**src/hdl/windowed_peak_convergence_detector_macros.svh**
```systemverilog
// ----------------------------------------------------------------------------
// windowed peak convergence detector: assertion macros
// shared concurrent assertion forms, clocked on clk, quiet while arst_n is low
// ----------------------------------------------------------------------------
`ifndef WINDOWED_PEAK_CONVERGENCE_DETECTOR_MACROS_SVH
`define WINDOWED_PEAK_CONVERGENCE_DETECTOR_MACROS_SVH

// same-cycle implication
`define WPCD_ASSERT_NOW(label, ante, cons, msg) \
	label: assert property (@(posedge clk) disable iff (!arst_n) (ante) |-> (cons)) \
		else $error(msg);

// next-cycle implication
`define WPCD_ASSERT_NEXT(label, ante, cons, msg) \
	label: assert property (@(posedge clk) disable iff (!arst_n) (ante) |=> (cons)) \
		else $error(msg);

`endif

```
**src/hdl/wpcd_pkg.sv**
```systemverilog
// ----------------------------------------------------------------------------
// wpcd_pkg
// widths, constants and request types of the windowed peak convergence detector
// ----------------------------------------------------------------------------
package wpcd_pkg;

	localparam int WINDOW  = 16;
	localparam int SLOT_W  = (WINDOW > 1) ? $clog2(WINDOW) : 1;
	localparam int PEAK_W  = 31;
	localparam int DELTA_W = 32;
	localparam int COUNT_W = 32;
	localparam int SUM_W   = PEAK_W + $clog2(WINDOW + 1);
	localparam int CFG_W   = 32;
	localparam int IDX_W   = 2;

	typedef logic [SLOT_W-1:0]  slot_t;
	typedef logic [PEAK_W-1:0]  peak_t;
	typedef logic [SUM_W-1:0]   sum_t;
	typedef logic [COUNT_W-1:0] count_t;

	// configuration register indexes
	typedef enum logic [IDX_W-1:0] {
		REG_MIN_ITER  = 2'd0,
		REG_MAX_ITER  = 2'd1,
		REG_THRESHOLD = 2'd2
	} reg_idx_t;

	localparam count_t MIN_ITER_RST  = '0;
	localparam count_t MAX_ITER_RST  = '1;
	localparam peak_t  THRESHOLD_RST = PEAK_W'(65536);
	localparam count_t COUNT_MAX     = '1;
	localparam slot_t  SLOT_LAST     = SLOT_W'(WINDOW - 1);
	localparam count_t WINDOW_COUNT  = COUNT_W'(WINDOW);

	typedef struct packed {
		logic  en;
		slot_t addr;
	} rd_req_t;

	typedef struct packed {
		logic  en;
		slot_t addr;
		peak_t data;
	} wr_req_t;

endpackage

```
**src/hdl/wpcd_if.sv**
```systemverilog
// ----------------------------------------------------------------------------
// wpcd channel interfaces
// valid/ready channels for input items and result items
// ----------------------------------------------------------------------------
interface wpcd_item_if;
	import wpcd_pkg::*;

	logic               valid;
	logic               ready;
	logic               action;
	logic signed [DELTA_W-1:0] delta;

	modport source (output valid, output action, output delta, input ready);
	modport sink   (input valid, input action, input delta, output ready);
endinterface

interface wpcd_result_if;
	import wpcd_pkg::*;

	logic   valid;
	logic   ready;
	logic   converged;
	count_t iteration_count;

	modport source (output valid, output converged, output iteration_count, input ready);
	modport sink   (input valid, input converged, input iteration_count, output ready);
endinterface

```
**src/hdl/wpcd_ring.sv**
```systemverilog
// ----------------------------------------------------------------------------
// wpcd_ring
// ring of per-iteration peaks: registered read, write port, valid bits, bypass
// ----------------------------------------------------------------------------
module wpcd_ring
	import wpcd_pkg::*;
(
	input  logic    clk,
	input  logic    arst_n,
	input  rd_req_t rd,
	input  wr_req_t wr,
	output peak_t   rdata
);

	peak_t              mem [WINDOW];
	logic [WINDOW-1:0]  vld_q;
	peak_t              mem_rd_q;
	logic               ent_vld_q;
	logic               byp_q;
	peak_t              byp_data_q;

	// entries never written since reset read as zero
	always_ff @(posedge clk or negedge arst_n) begin
		if (!arst_n) begin
			vld_q <= '0;
		end else if (wr.en) begin
			vld_q[wr.addr] <= 1'b1;
		end
	end

	always_ff @(posedge clk) begin
		if (wr.en) begin
			mem[wr.addr] <= wr.data;
		end
	end

	// same-edge write to the read slot wins
	always_ff @(posedge clk) begin
		if (rd.en) begin
			mem_rd_q   <= mem[rd.addr];
			ent_vld_q  <= vld_q[rd.addr];
			byp_q      <= wr.en && (wr.addr == rd.addr);
			byp_data_q <= wr.data;
		end
	end

	assign rdata = byp_q ? byp_data_q : (ent_vld_q ? mem_rd_q : '0);

endmodule

```
**src/hdl/windowed_peak_convergence_detector.sv**
```systemverilog
// ----------------------------------------------------------------------------
// windowed_peak_convergence_detector
// convergence detector for iterative solvers over a ring of iteration peaks
// ----------------------------------------------------------------------------
// Each request is a sample (action 0, signed Q15.16 delta) or an end-of-
// iteration tick (action 1). A sample raises the peak of the current ring
// slot to its magnitude (saturated to 31 bits); a tick bumps the saturating
// iteration counter, steps to the next slot and clears it. Every request
// yields one result: the iteration count and a converged flag. The block
// takes one request per clock cycle while the result side is not stalled; each
// request passes stage 1, then the result register. The rate is set by the
// ring memory: its slot is read in the accept cycle and written back when
// stage 1 advances, with a same-cycle bypass for back-to-back requests that
// hit one slot. The ring is clear right out of reset (per-slot valid bits),
// with no clearing pass. Configuration writes go through cfg_we, cfg_index
// and cfg_wdata and are to be made while no request is in flight.
module windowed_peak_convergence_detector
	import wpcd_pkg::*;
(
	input  logic               clk,
	input  logic               arst_n,
	input  logic               cfg_we,
	input  logic [IDX_W-1:0]   cfg_index,
	input  logic [CFG_W-1:0]   cfg_wdata,
	wpcd_item_if.sink          items,
	wpcd_result_if.source      results
);

`include "windowed_peak_convergence_detector_macros.svh"

	// configuration registers
	count_t min_q;
	count_t max_q;
	peak_t  thr_q;

	// architectural state: slot and counter updated at accept time, sum at write-back
	slot_t  pos_q;
	count_t cnt_q;
	sum_t   sum_q;

	// stage 1: ring read data comes back here
	logic   vld_s1;
	logic   act_s1;
	peak_t  mag_s1;
	slot_t  addr_s1;
	count_t cnt_s1;

	// result register
	logic   res_vld_q;
	logic   res_conv_q;
	count_t res_cnt_q;

	logic    in_acc;
	logic    adv;
	slot_t   pos_nxt;
	logic [DELTA_W-1:0] neg_delta;
	logic [DELTA_W-1:0] abs_delta;
	peak_t   mag;
	peak_t   peak;
	peak_t   wdata;
	sum_t    sum_nxt;
	count_t  lo_lim;
	count_t  hi_lim;
	sum_t    thr_win;
	logic    conv;
	rd_req_t rd;
	wr_req_t wr;

	// config writes, unknown indexes ignored
	always_ff @(posedge clk or negedge arst_n) begin
		if (!arst_n) begin
			min_q <= MIN_ITER_RST;
			max_q <= MAX_ITER_RST;
			thr_q <= THRESHOLD_RST;
		end else if (cfg_we) begin
			case (reg_idx_t'(cfg_index))
				REG_MIN_ITER:  min_q <= cfg_wdata;
				REG_MAX_ITER:  max_q <= cfg_wdata;
				REG_THRESHOLD: thr_q <= cfg_wdata[PEAK_W-1:0];
				default: ;
			endcase
		end
	end

	// stage 1 moves on whenever the result register is free or drains
	assign adv          = !res_vld_q || results.ready;
	assign items.ready  = !vld_s1 || adv;
	assign in_acc       = items.valid && items.ready;

	// slot for this request: ticks step to the next slot
	always_comb begin
		pos_nxt = pos_q;
		if (items.action) begin
			pos_nxt = (pos_q == SLOT_LAST) ? '0 : pos_q + 1'b1;
		end
	end

	// magnitude with the most negative value saturated
	assign neg_delta = DELTA_W'(-items.delta);
	assign abs_delta = items.delta[DELTA_W-1] ? neg_delta : items.delta;
	assign mag       = abs_delta[DELTA_W-1] ? '1 : abs_delta[PEAK_W-1:0];

	assign rd.en   = in_acc;
	assign rd.addr = pos_nxt;

	always_ff @(posedge clk or negedge arst_n) begin
		if (!arst_n) begin
			pos_q <= '0;
			cnt_q <= '0;
		end else if (in_acc) begin
			pos_q <= pos_nxt;
			if (items.action && (cnt_q != COUNT_MAX)) begin
				cnt_q <= cnt_q + 1'b1;
			end
		end
	end

	always_ff @(posedge clk or negedge arst_n) begin
		if (!arst_n) begin
			vld_s1 <= 1'b0;
		end else if (in_acc) begin
			vld_s1 <= 1'b1;
		end else if (adv) begin
			vld_s1 <= 1'b0;
		end
	end

	// counter after this request travels with it
	always_ff @(posedge clk) begin
		if (in_acc) begin
			act_s1  <= items.action;
			mag_s1  <= mag;
			addr_s1 <= pos_nxt;
			cnt_s1  <= (items.action && (cnt_q != COUNT_MAX)) ? cnt_q + 1'b1 : cnt_q;
		end
	end

	wpcd_ring u_ring (
		.clk    (clk),
		.arst_n (arst_n),
		.rd     (rd),
		.wr     (wr),
		.rdata  (peak)
	);

	// read-modify-write of the slot and the running sum
	always_comb begin
		wdata   = peak;
		sum_nxt = sum_q;
		if (act_s1) begin
			wdata   = '0;
			sum_nxt = sum_q - SUM_W'(peak);
		end else if (mag_s1 > peak) begin
			wdata   = mag_s1;
			sum_nxt = sum_q + SUM_W'(mag_s1 - peak);
		end
	end

	assign wr.en   = vld_s1 && adv;
	assign wr.addr = addr_s1;
	assign wr.data = wdata;

	always_ff @(posedge clk or negedge arst_n) begin
		if (!arst_n) begin
			sum_q <= '0;
		end else if (wr.en) begin
			sum_q <= sum_nxt;
		end
	end

	// convergence rule: below the floor never, at the ceiling always,
	// otherwise the windowed sum against threshold times the window
	assign lo_lim  = (min_q < WINDOW_COUNT) ? WINDOW_COUNT : min_q;
	assign hi_lim  = (max_q < WINDOW_COUNT) ? WINDOW_COUNT : max_q;
	assign thr_win = SUM_W'(SUM_W'(thr_q) * SUM_W'(WINDOW));

	always_comb begin
		if (cnt_s1 < lo_lim) begin
			conv = 1'b0;
		end else if (cnt_s1 >= hi_lim) begin
			conv = 1'b1;
		end else begin
			conv = sum_nxt < thr_win;
		end
	end

	always_ff @(posedge clk or negedge arst_n) begin
		if (!arst_n) begin
			res_vld_q <= 1'b0;
		end else if (adv) begin
			res_vld_q <= vld_s1;
		end
	end

	always_ff @(posedge clk) begin
		if (wr.en) begin
			res_conv_q <= conv;
			res_cnt_q  <= cnt_s1;
		end
	end

	assign results.valid           = res_vld_q;
	assign results.converged       = res_conv_q;
	assign results.iteration_count = res_cnt_q;

	// counter moves only on an accepted tick
	`WPCD_ASSERT_NEXT(a_cnt_hold, !(in_acc && items.action), $stable(cnt_q), "counter moved without a tick")
	// a tick always leaves the slot it was on
	`WPCD_ASSERT_NEXT(a_slot_step, in_acc && items.action, pos_q != $past(pos_q), "tick did not advance the slot")
	// never converged before a full window of iterations
	`WPCD_ASSERT_NOW(a_min_window, results.valid && (results.iteration_count < WINDOW_COUNT), !results.converged, "converged before a full window")

endmodule
```
**src/flat_wrapper.sv**
```systemverilog
// flat-port wrapper written by rule: the top's interface ports become plain ports
module windowed_peak_convergence_detector_flat import wpcd_pkg::*;
  (clk, arst_n, cfg_we, cfg_index, cfg_wdata, items_valid, items_action, items_delta, items_ready, results_valid, results_converged, results_iteration_count, results_ready);
  wpcd_item_if items_i ();
  wpcd_result_if results_i ();
  input  logic clk;
  input  logic arst_n;
  input  logic cfg_we;
  input  logic [IDX_W-1:0] cfg_index;
  input  logic [CFG_W-1:0] cfg_wdata;
  input wire logic [$bits(items_i.valid)-1:0] items_valid;
  input wire logic [$bits(items_i.action)-1:0] items_action;
  input wire logic [$bits(items_i.delta)-1:0] items_delta;
  output wire logic [$bits(items_i.ready)-1:0] items_ready;
  output wire logic [$bits(results_i.valid)-1:0] results_valid;
  output wire logic [$bits(results_i.converged)-1:0] results_converged;
  output wire logic [$bits(results_i.iteration_count)-1:0] results_iteration_count;
  input wire logic [$bits(results_i.ready)-1:0] results_ready;
  assign items_i.valid = items_valid;
  assign items_i.action = items_action;
  assign items_i.delta = items_delta;
  assign items_ready = items_i.ready;
  assign results_valid = results_i.valid;
  assign results_converged = results_i.converged;
  assign results_iteration_count = results_i.iteration_count;
  assign results_i.ready = results_ready;
  windowed_peak_convergence_detector u_core (.clk(clk), .arst_n(arst_n), .cfg_we(cfg_we), .cfg_index(cfg_index), .cfg_wdata(cfg_wdata), .items(items_i), .results(results_i));
endmodule
```
**config.mk**
```make
export PLATFORM = sky130hd
export DESIGN_NAME = windowed_peak_convergence_detector_flat
export DESIGN_NICKNAME = d
export VERILOG_FILES = /design/src/hdl/wpcd_pkg.sv /design/src/hdl/wpcd_if.sv /design/src/hdl/wpcd_ring.sv /design/src/hdl/windowed_peak_convergence_detector.sv /design/src/flat_wrapper.sv
export VERILOG_INCLUDE_DIRS = /design/src /design/src/hdl
export SDC_FILE = /design/constraint.sdc
export NUM_CORES = 1
export LEC_CHECK = 0
export ABC_CLOCK_PERIOD_IN_PS = 13500
export BUFFER_PORTS_ARGS = -buffer_cell sky130_fd_sc_hd__buf_2
export CAP_MARGIN = 20
export CORE_MARGIN = 3
export CORE_UTILIZATION = 52
export CTS_CLUSTER_SIZE = 8
export DETAILED_ROUTE_END_ITERATION = 8
export PLACE_DENSITY_LB_ADDON = 0.25
export REMOVE_ABC_BUFFERS = 1
export SETUP_SLACK_MARGIN = 0.3
export SYNTH_ARGS = -nofsm -noshare
export SYNTH_HDL_FRONTEND = slang
export SYNTH_SLANG_ARGS = --single-unit
```
**constraint.sdc**
```tcl
create_clock -name clk -period 13.5 [get_ports clk]
set_input_delay 2.7 -clock clk [delete_from_list [all_inputs] [get_ports clk]]
set_output_delay 2.7 -clock clk [all_outputs]
set_load 0.01 [all_outputs]
```
### After elaboration in Yosys (flattened, before gate mapping)

Memories as Yosys holds them, arrays and structs flattened. A register that Yosys moved wholly into a read port is not among the register bits.
Index checks and enable logic that the tools add are counted.

* bits of input ports: 72
* memory bits (writable): 496
* register bits after elaboration: 319
* word-level logic and storage cells: 75
* output and inout port bits: 35
* memories kept: 1

* bitwise gates (word level): 1
* mux-type cells: 21
* equality and inequality tests: 5
* magnitude comparators: 9
* reductions and logical operators: 14
* add/subtract/negate cells: 6

Memories
* u_core.u_ring.mem: words 16, width 31, read ports 1, clocked after memory_dff 1, write ports 1, RTL line wpcd_ring.sv:15 `peak_t mem [WINDOW];`

Operators with widths (number)
* 32-bit 2-to-1 mux: 4
* 31-bit 2-to-1 mux: 4
* 36-bit 2-to-1 mux: 2
* 32-bit by 5-bit less-than comparator with 1-bit output, second input constant: 2
* 36-bit adder: 1
* 36-bit by 35-bit less-than comparator with 1-bit output: 1
* 36-bit by 31-bit subtractor with 36-bit output: 1
* 32-bit by 1-bit adder with 32-bit output, second input constant: 1
* 32-bit >= comparator: 1
* 32-bit less-than comparator: 1
* 32-bit inequality test, second input constant: 1
* 32-bit negation: 1
* 31-bit by 31-bit subtractor with 32-bit output: 1
* 31-bit greater-than comparator: 1
* 16-bit bitwise OR: 1
* 4-bit by 5-bit less-than comparator with 1-bit output, second input constant: 2
* 4-bit 2-to-1 mux: 2
* 1-bit 2-to-1 mux: 7
* 2-bit AND reduction: 3
* 1-bit logical AND: 5
* 4-bit by 1-bit adder with 4-bit output, second input constant: 1
* 1-bit binary-select mux with 4-bit select: 1
* 1-bit demux with 4-bit select: 1
* 4-bit equality test: 1
* other kinds (8): 10

### Longest topological paths before layout

Gate-level depths: netlist of the first run.

* depth after elaboration: 8
* depth in mapped cells: 40
* depth with buffers taken out: 37

### Modules after synthesis

Synthesis of the first run repeated with hierarchy kept, for this count alone.

* cell total of the unflattened synthesis: 3073
* area total of the unflattened synthesis: 41289.6 um^2

Modules (own cells, without submodules)
* wpcd_ring: times used 1, area each 21521.9 um^2, cells an instance 932, sequential area each 17216.5 um^2
* windowed_peak_convergence_detector: times used 1, area each 19767.7 um^2, cells an instance 2141, sequential area each 7303.3 um^2

### Worst setup path before layout of the first run

No wires, ideal clock.

* path kind: input to register
* start: input results_ready
* end: register u_core.cnt_q[11]
* buffers on the path: 1
* cell stages on the path: 6
* library setup time: 0.136 ns
* path slack: 5.776 ns
* required time: 13.364 ns
* data arrival time: 7.588 ns
* cell sequence: nand3b_1 > nand2_1 > inv_1 > buf_1 > nand3_1 > xnor2_1

* word-level cells in the longest chain between the ends: 3

Ends and longest elaborated chain
* start, declared: RTL line flat_wrapper.sv:18 `input wire logic [$bits(results_i.ready)-1:0] results_ready;`
* 1-bit logical OR: RTL line windowed_peak_convergence_detector.sv:86 `assign adv = !res_vld_q || results.ready;`
* 1-bit logical OR: RTL line windowed_peak_convergence_detector.sv:87 `assign items.ready = !vld_s1 || adv;`
* 1-bit logical AND: RTL line windowed_peak_convergence_detector.sv:88 `assign in_acc = items.valid && items.ready;`
* net u_core.in_acc: RTL line windowed_peak_convergence_detector.sv:53 `logic in_acc;`
* end signal, assigned: RTL line windowed_peak_convergence_detector.sv:113 `cnt_q <= cnt_q + 1'b1;`
* end, declared: RTL line windowed_peak_convergence_detector.sv:38 `count_t cnt_q;`

The timed path passes the listed nets, and every way through them passes these cells.
A chain may end at the register's enable or synchronous reset.

### Worst setup path in the final report of the first run

* start: register u_core.u_ring.byp_q
* end: register u_core.res_conv_q (netlist: u_core.results.converged), data pin

* word-level cells in the longest chain between the ends: 7
* elaborated cells on any way between the ends: 9
* classes of those cells: 3 x add/sub; 2 x order compare; 4 x mux

Ends and longest elaborated chain
* start, declared: RTL line wpcd_ring.sv:19 `logic byp_q;`
* start signal, assigned: RTL line wpcd_ring.sv:42 `byp_q <= wr.en && (wr.addr == rd.addr);`
* 31-bit 2-to-1 mux *: RTL line wpcd_ring.sv:47 `assign rdata = byp_q ? byp_data_q : (ent_vld_q ? mem_rd_q : '0);`
* 31-bit by 31-bit subtractor with 32-bit output: RTL line windowed_peak_convergence_detector.sv:155 `sum_nxt = sum_q + SUM_W'(mag_s1 - peak);`
* 36-bit adder: RTL line windowed_peak_convergence_detector.sv:155
* 36-bit 2-to-1 mux: RTL line windowed_peak_convergence_detector.sv:153 `end else if (mag_s1 > peak) begin`
* 36-bit 2-to-1 mux *: RTL line windowed_peak_convergence_detector.sv:150 `if (act_s1) begin`
* net u_core.sum_nxt[26]: RTL line windowed_peak_convergence_detector.sv:61 `sum_t sum_nxt;`
* 36-bit by 35-bit less-than comparator with 1-bit output *: RTL line windowed_peak_convergence_detector.sv:183 `conv = sum_nxt < thr_win;`
* 1-bit 2-to-1 mux *: RTL line windowed_peak_convergence_detector.sv:180 `end else if (cnt_s1 >= hi_lim) begin`
* end signal, assigned: RTL line windowed_peak_convergence_detector.sv:197 `res_conv_q <= conv;`
* end, declared: RTL line windowed_peak_convergence_detector.sv:50 `logic res_conv_q;`

The timed path passes the listed nets; every way through them passes the cells marked *.

==> impl_metrics.json, run 1 <==
{
  "status": "finished, final reports clean",
  "synth-xor-area-share": 0.0393,
  "clk_path_buf_depth": 3,
  "min_path_type": "reg -> reg",
  "area_delta_synth_final_pct": 12.7,
  "dp.cells": 4201,
  "final_area_um2": 46700,
  "hold_buffers": 0,
  "port_buffers": 106,
  "cts_made_buffers": 115,
  "met1_length_um": 44300,
  "clock_latency_ns": 0.70,
  "cts-root-buf": "clkbuf_16",
  "drcViolationCount": 0,
  "io_pins": 107,
  "regToRegSetupSlack_ns": 5.13,
  "hold_viol": 0,
  "path_max_fanout": 53,
  "grt_first_pass_wirelength_um": 162000,
  "powerDensity_nw_per_um2": 241,
  "tritoncts": "built",
  "drive_above_1_share": 0.183,
  "rr_worst_depth": 35,
  "rsz0062_at_grt": "false",
  "slew_viol_final": 0,
  "synthSimpleGateAreaFrac": 0.0882,
  "p_leak_nw": 17.5,
  "met2WireLength_um": 51000,
  "worst_setup_path_end_kind": "flop",
  "start_kind": "flop",
  "grt_pass1_vias": 27200,
  "place_hpwl_um": 68700,
  "layoutNonFillerInstCount": 4367,
  "synth_compound_area_frac": 0.103,
  "netlist_top_cells_area": "edfxtp_1 (48%), dfrtp_1 (9.2%), mux4_2 (7.0%)",
  "slew_headroom": 0.277,
  "synth_cells": 3121,
  "dieArea_um2": 83200,
  "synth_seq_cells": 846,
  "yosys.area.top_type": "edfxtp_1",
  "whs_endpoint": "u_core.u_ring.vld_q[2]",
  "wl_um": 106000,
  "syn_area_um2": 41500,
  "worst_slew_pin_slew_ns": 1.09,
  "critPathRequiredTime_ns": 13.88,
  "layout_min_cycle_time_ns": 8.37,
  "ys_async_sr_fraction": 0.219,
  "fmax_mhz": 120,
  "max_cap_violations": 0,
  "drt-pass1-iter-count": 5,
  "tns_ns": 0,
  "grt_max_degree": 130,
  "synth_edf_count": 661,
  "gr-total-overflow": 0,
  "wl_per_cell_um": 24.2,
  "rows": 102,
  "r2r-start": "u_core.u_ring.byp_q",
  "synth_ff_type": "edfxtp_1",
  "die_width_um": 288,
  "track_usage": 0.256,
  "fin_nets": 3538,
  "ctsResizeCount": 0,
  "dpl-instance-area_um2": 43500,
  "worst_path_most_repeated_cell": "a21oi_1",
  "worst_hold_slack_ns": 0.459,
  "vias_per_cell": 6.19,
  "first_iter_violations": 2447,
  "worst-setup-path-type": "reg -> reg",
  "yosysSeqAreaShare": 0.591,
  "wl_met3_um": 7410,
  "die_y_um": 288,
  "vdd.ir_drop.worst_v": 0.000156,
  "multiInputGateArea_um2": 16100,
  "initial_core_util": 0.530,
  "worstHoldStart": "u_core.u_ring.vld_q[2]",
  "ant_nets": 0,
  "holdPathStages": 1,
  "mostFrequentLayoutCells": "edfxtp_1 (661), nand2_1 (268), ha_1 (181)",
  "max_stage_delay_ns": 0.63,
  "reg2reg_to": "u_core.results.converged",
  "power.total_mw": 11.3,
  "fillers": 5969,
  "path_clk_slew_ns": 0.05,
  "htree_num_levels": 3,
  "yosys.area_share.adder": 0.0575,
  "final_common_cell": "edfxtp_1",
  "antenna_found_initial": 3,
  "crit_slowest_cell": "o41ai_1",
  "worstSetupStartpoint": "u_core.u_ring.byp_q",
  "synthMuxAreaShare": 0.0952,
  "synthDistinctLibCells": 99,
  "yosysTopAreaCellShare": 0.479,
  "fin_worst_skew_ns": 0.0795,
  "top_layer": "met5",
  "period_share": 0.620,
  "post_cts_buffers": 0,
  "avgSynthCellArea_um2": 13.3,
  "place_congestion": 0.946,
  "synth_top_family_by_area": "compound AO/OA/AOI/OAI gates",
  "vias": 27000,
  "cts.sinks": 846,
  "setup_viol": 0,
  "core-area_um2": 78200,
  "regArea_um2": 24500,
  "cp_data_arrival_time_ns": 8.75,
  "ys_warn_count": 0
}
registers in the layout (all words and copies together) (netlist names), 4 cells and up:
register / cells
u_core.u_ring.mem: 496
u_core.u_ring.vld_q: 16
u_core.cnt_s1: 32
u_core.addr_s1: 4
u_core.thr_q: 31
u_core.max_q: 32
u_core.sum_q: 36
u_core.pos_q: 4
u_core.u_ring.mem_rd_q: 31
u_core.u_ring.byp_data_q: 31
u_core.cnt_q: 32
u_core.mag_s1: 31
u_core.min_q: 32
u_core.results.iteration_count: 32
cells by family (layout without fill, tap and decap cells):
family,after synthesis,in the layout
and+or+nand+nor,752,752
muxes,224,224
buffers and inverters,268,473
xor gates and xnor gates,186,186
other,0,1
AOI/OAI and AO/OA,655,655
adders and majority gates,190,190
DFF,846,846
layer usage:
metal	GRT usage	vias to the layer above
met5	0	-
met4	0.0803	4
met3	0.0412	215
met2	0.423	1088
met1	0.349	13600
li1	-	12100
worst max path at each step:
stage                                          end  slack (ns)  cells past startpoint
after floorplan            u_core.u_ring.ent_vld_q        2.44                      5
after detailed placement  u_core.results.converged        5.19                     35
after global routing      u_core.results.converged        4.34                     35
after global placement    u_core.results.converged        5.37                     35
after CTS                 u_core.results.converged        5.16                     35
final                     u_core.results.converged        5.13                     35
per-stage QoR:
stage,setup slack [ns],util
finish,5.13,0.597
global route,4.34,0.597
CTS,5.16,0.597
detailed placement,5.19,0.555
global placement,5.37,0.555
floorplan,2.44,-
worst max-delay path: cells and delay by family, from the launching register on:
family / cells / cell delay, ns
xor gates and xnor gates: 2 / 0.31
AOI/OAI and AO/OA: 18 / 3.46
adders and majority gates: 4 / 1.42
buffers and inverters: 2 / 0.63
DFF: 1 / 0.44
and+or+nand+nor: 9 / 1.79
where the power goes:
group	switching, mW	total [mW]	leakage [nW]	internal, mW
registers	0.250	3.59	8.36	3.34
logic	3.01	5.08	7.63	2.08
clock network	1.05	2.59	1.54	1.54
total	4.30	11.3	17.5	6.96
synthesized netlist by cell type, types with 74 or more instances:
cell / number
o21ai_0: 121
a211oi_1: 74
nor2_1: 151
a21o_1: 74
mux4_2: 128
ha_1: 181
xor2_1: 77
mux2_2: 80
inv_1: 135
xnor2_1: 109
nand2_1: 268
clkbuf_1: 86
edfxtp_1: 661
dfrtp_1: 152
a21oi_1: 168
final cells by class:
| cell class | instances | area share |
|---|---|---|
| clock inverters | 7 | 0.00399 |
| flip-flops and latches | 846 | 0.525 |
| inverters | 138 | 0.0114 |
| repair buffers | 174 | 0.0233 |
| diodes | 1 | 0.0000535 |
| multi-input cells | 2007 | 0.344 |
| clock buffers | 154 | 0.0649 |
| well taps | 1040 | 0.0278 |
(Power assumes the default switching activity.)
==> run 2, diff against run 1 <==
Settings changed: ABC_CLOCK_PERIOD_IN_PS 13500 to 8300.
Clock period 13.5 ns to 8.3 ns, I/O delays scaled along.
==> impl_metrics.json, run 2 (synthesis gave the netlist of run 1 again) <==
{
  "fin_worst_skew_ns": 0.0510,
  "worstSetupStartpoint": "u_core.u_ring.byp_q",
  "first_iter_violations": 2314,
  "rows": 102,
  "cts.sinks": 846,
  "r2r-start": "u_core.u_ring.byp_q",
  "reg2reg_to": "u_core.results.converged",
  "core-area_um2": 78200,
  "clk_path_buf_depth": 3,
  "post_cts_buffers": 0,
  "antenna_found_initial": 2,
  "port_buffers": 106,
  "crit_slowest_cell": "edfxtp_1",
  "dieArea_um2": 83200,
  "drive_above_1_share": 0.188,
  "grt_pass1_vias": 27200,
  "die_y_um": 288,
  "worst_setup_path_end_kind": "flop",
  "fmax_mhz": 131,
  "vias": 26800,
  "layout_min_cycle_time_ns": 7.62,
  "place_congestion": 0.963,
  "slew_headroom": 0.279,
  "place_hpwl_um": 67800,
  "drcViolationCount": 0,
  "track_usage": 0.256,
  "worst_hold_slack_ns": 0.467,
  "worst-path-buf-inv": 1,
  "gr-total-overflow": 0,
  "area_delta_synth_final_pct": 13.0,
  "worstHoldStart": "u_core.u_ring.vld_q[0]",
  "top_register": "u_core.u_ring.mem",
  "hold_viol": 0,
  "min_path_type": "reg -> reg",
  "vdd.ir_drop.worst_v": 0.000221,
  "status": "finished, final reports clean",
  "vias_per_cell": 6.14,
  "cts-root-buf": "clkbuf_16",
  "largest_reg_flops": 496,
  "ant_nets": 0,
  "cp_top_family": "compound AO/OA/AOI/OAI gates",
  "worst-setup-path-type": "reg -> reg",
  "wl_per_cell_um": 24.1,
  "worst-path-stages": 34,
  "max_cap_violations": 0,
  "rr_worst_depth": 34,
  "final_common_cell": "edfxtp_1",
  "htree_num_levels": 3,
  "top_regs": "u_core.u_ring.mem x496, u_core.sum_q x36",
  "dpl-instance-area_um2": 43500,
  "cp_data_arrival_time_ns": 7.99,
  "path_max_fanout": 23,
  "io_pins": 107,
  "setup.worst_path.end": "u_core.results.converged",
  "path_clk_slew_ns": 0.05,
  "grt_first_pass_wirelength_um": 162000,
  "mostFrequentLayoutCells": "edfxtp_1 (661), nand2_1 (268), ha_1 (180)",
  "start_kind": "flop",
  "clock_latency_ns": 0.69,
  "worst_path_most_repeated_cell": "a21oi_1",
  "critPathRequiredTime_ns": 8.67,
  "drt-pass1-iter-count": 6,
  "wl_um": 106000,
  "powerDensity_nw_per_um2": 394,
  "final_area_um2": 46800,
  "max_stage_delay_ns": 0.50,
  "worst_slew_pin_slew_ns": 1.08,
  "p_leak_nw": 17.6,
  "tns_ns": 0,
  "rsz0062_at_grt": "false",
  "die_width_um": 288,
  "initial_core_util": 0.530,
  "tritoncts": "built",
  "setup_viol": 0,
  "cts_made_buffers": 116,
  "regToRegSetupSlack_ns": 0.68,
  "period_share": 0.918,
  "slew_viol_final": 0,
  "grt_max_degree": 132,
  "fin_nets": 3540
}
==> run 2: cell count changes in the layout (fill, tap and decap cells not counted), sizes merged <==
cell / delta
buf: +1
clkbuf: +4
clkinvlp: +1
==> run 2: area by class of cell <==
type | count | area [um2]
fillers | 5941 | 31400
flip-flops and latches | 846 | 24500
multi-input cells | 2007 | 16100
clock buffers | 158 | 3080
well taps | 1040 | 1300
repair buffers | 175 | 1100
inverters | 138 | 532
clock inverters | 8 | 168
diodes | 1 | 2.50
==> run 2: repair_timing <==
action / in CTS / in global routing
setup endpoints to repair: 0 / 1
hold buffers: 0 / 0
hold endpoints to repair: 0 / 0
resized for setup: 0 / 21
==> run 2: power by group <==
| group | switching [mW] | internal, mW | total, mW |
|---|---|---|---|
| clock | 1.72 | 2.54 | 4.26 |
| sequential | 0.394 | 5.43 | 5.83 |
| combinational | 4.93 | 3.42 | 8.35 |
| total | 7.04 | 11.4 | 18.4 |
==> run 2: worst min-delay path by stage <==
stage	to	slack (ns)	depth (start not counted)
after floorplan	u_core.results.iteration_count[0]	0.43	0
after global placement	u_core.u_ring.vld_q[4]	0.44	1
after detailed placement	u_core.u_ring.vld_q[11]	0.45	1
after CTS	u_core.u_ring.vld_q[4]	0.47	1
after global routing	u_core.u_ring.vld_q[4]	0.47	1
final	u_core.u_ring.vld_q[0]	0.47	1
==> run 2: per-layer routing <==
layer  track usage  routed length [um]
met1         0.346               44400
met2         0.416               50200
met3        0.0432                6790
met4        0.0992                4110
met5             0                  21
==> run 2: metrics by stage <==
step                worst slack (ns)   util  std cells  power [mW]
floorplan                      -1.72      -       2991        11.9
global placement               0.647  0.556       4204        13.9
detailed placement             0.449  0.556       4204        14.1
CTS                            0.358  0.597       4370        18.4
global route                   0.248  0.599       4372        19.6
finish                         0.683  0.599       4373        18.4
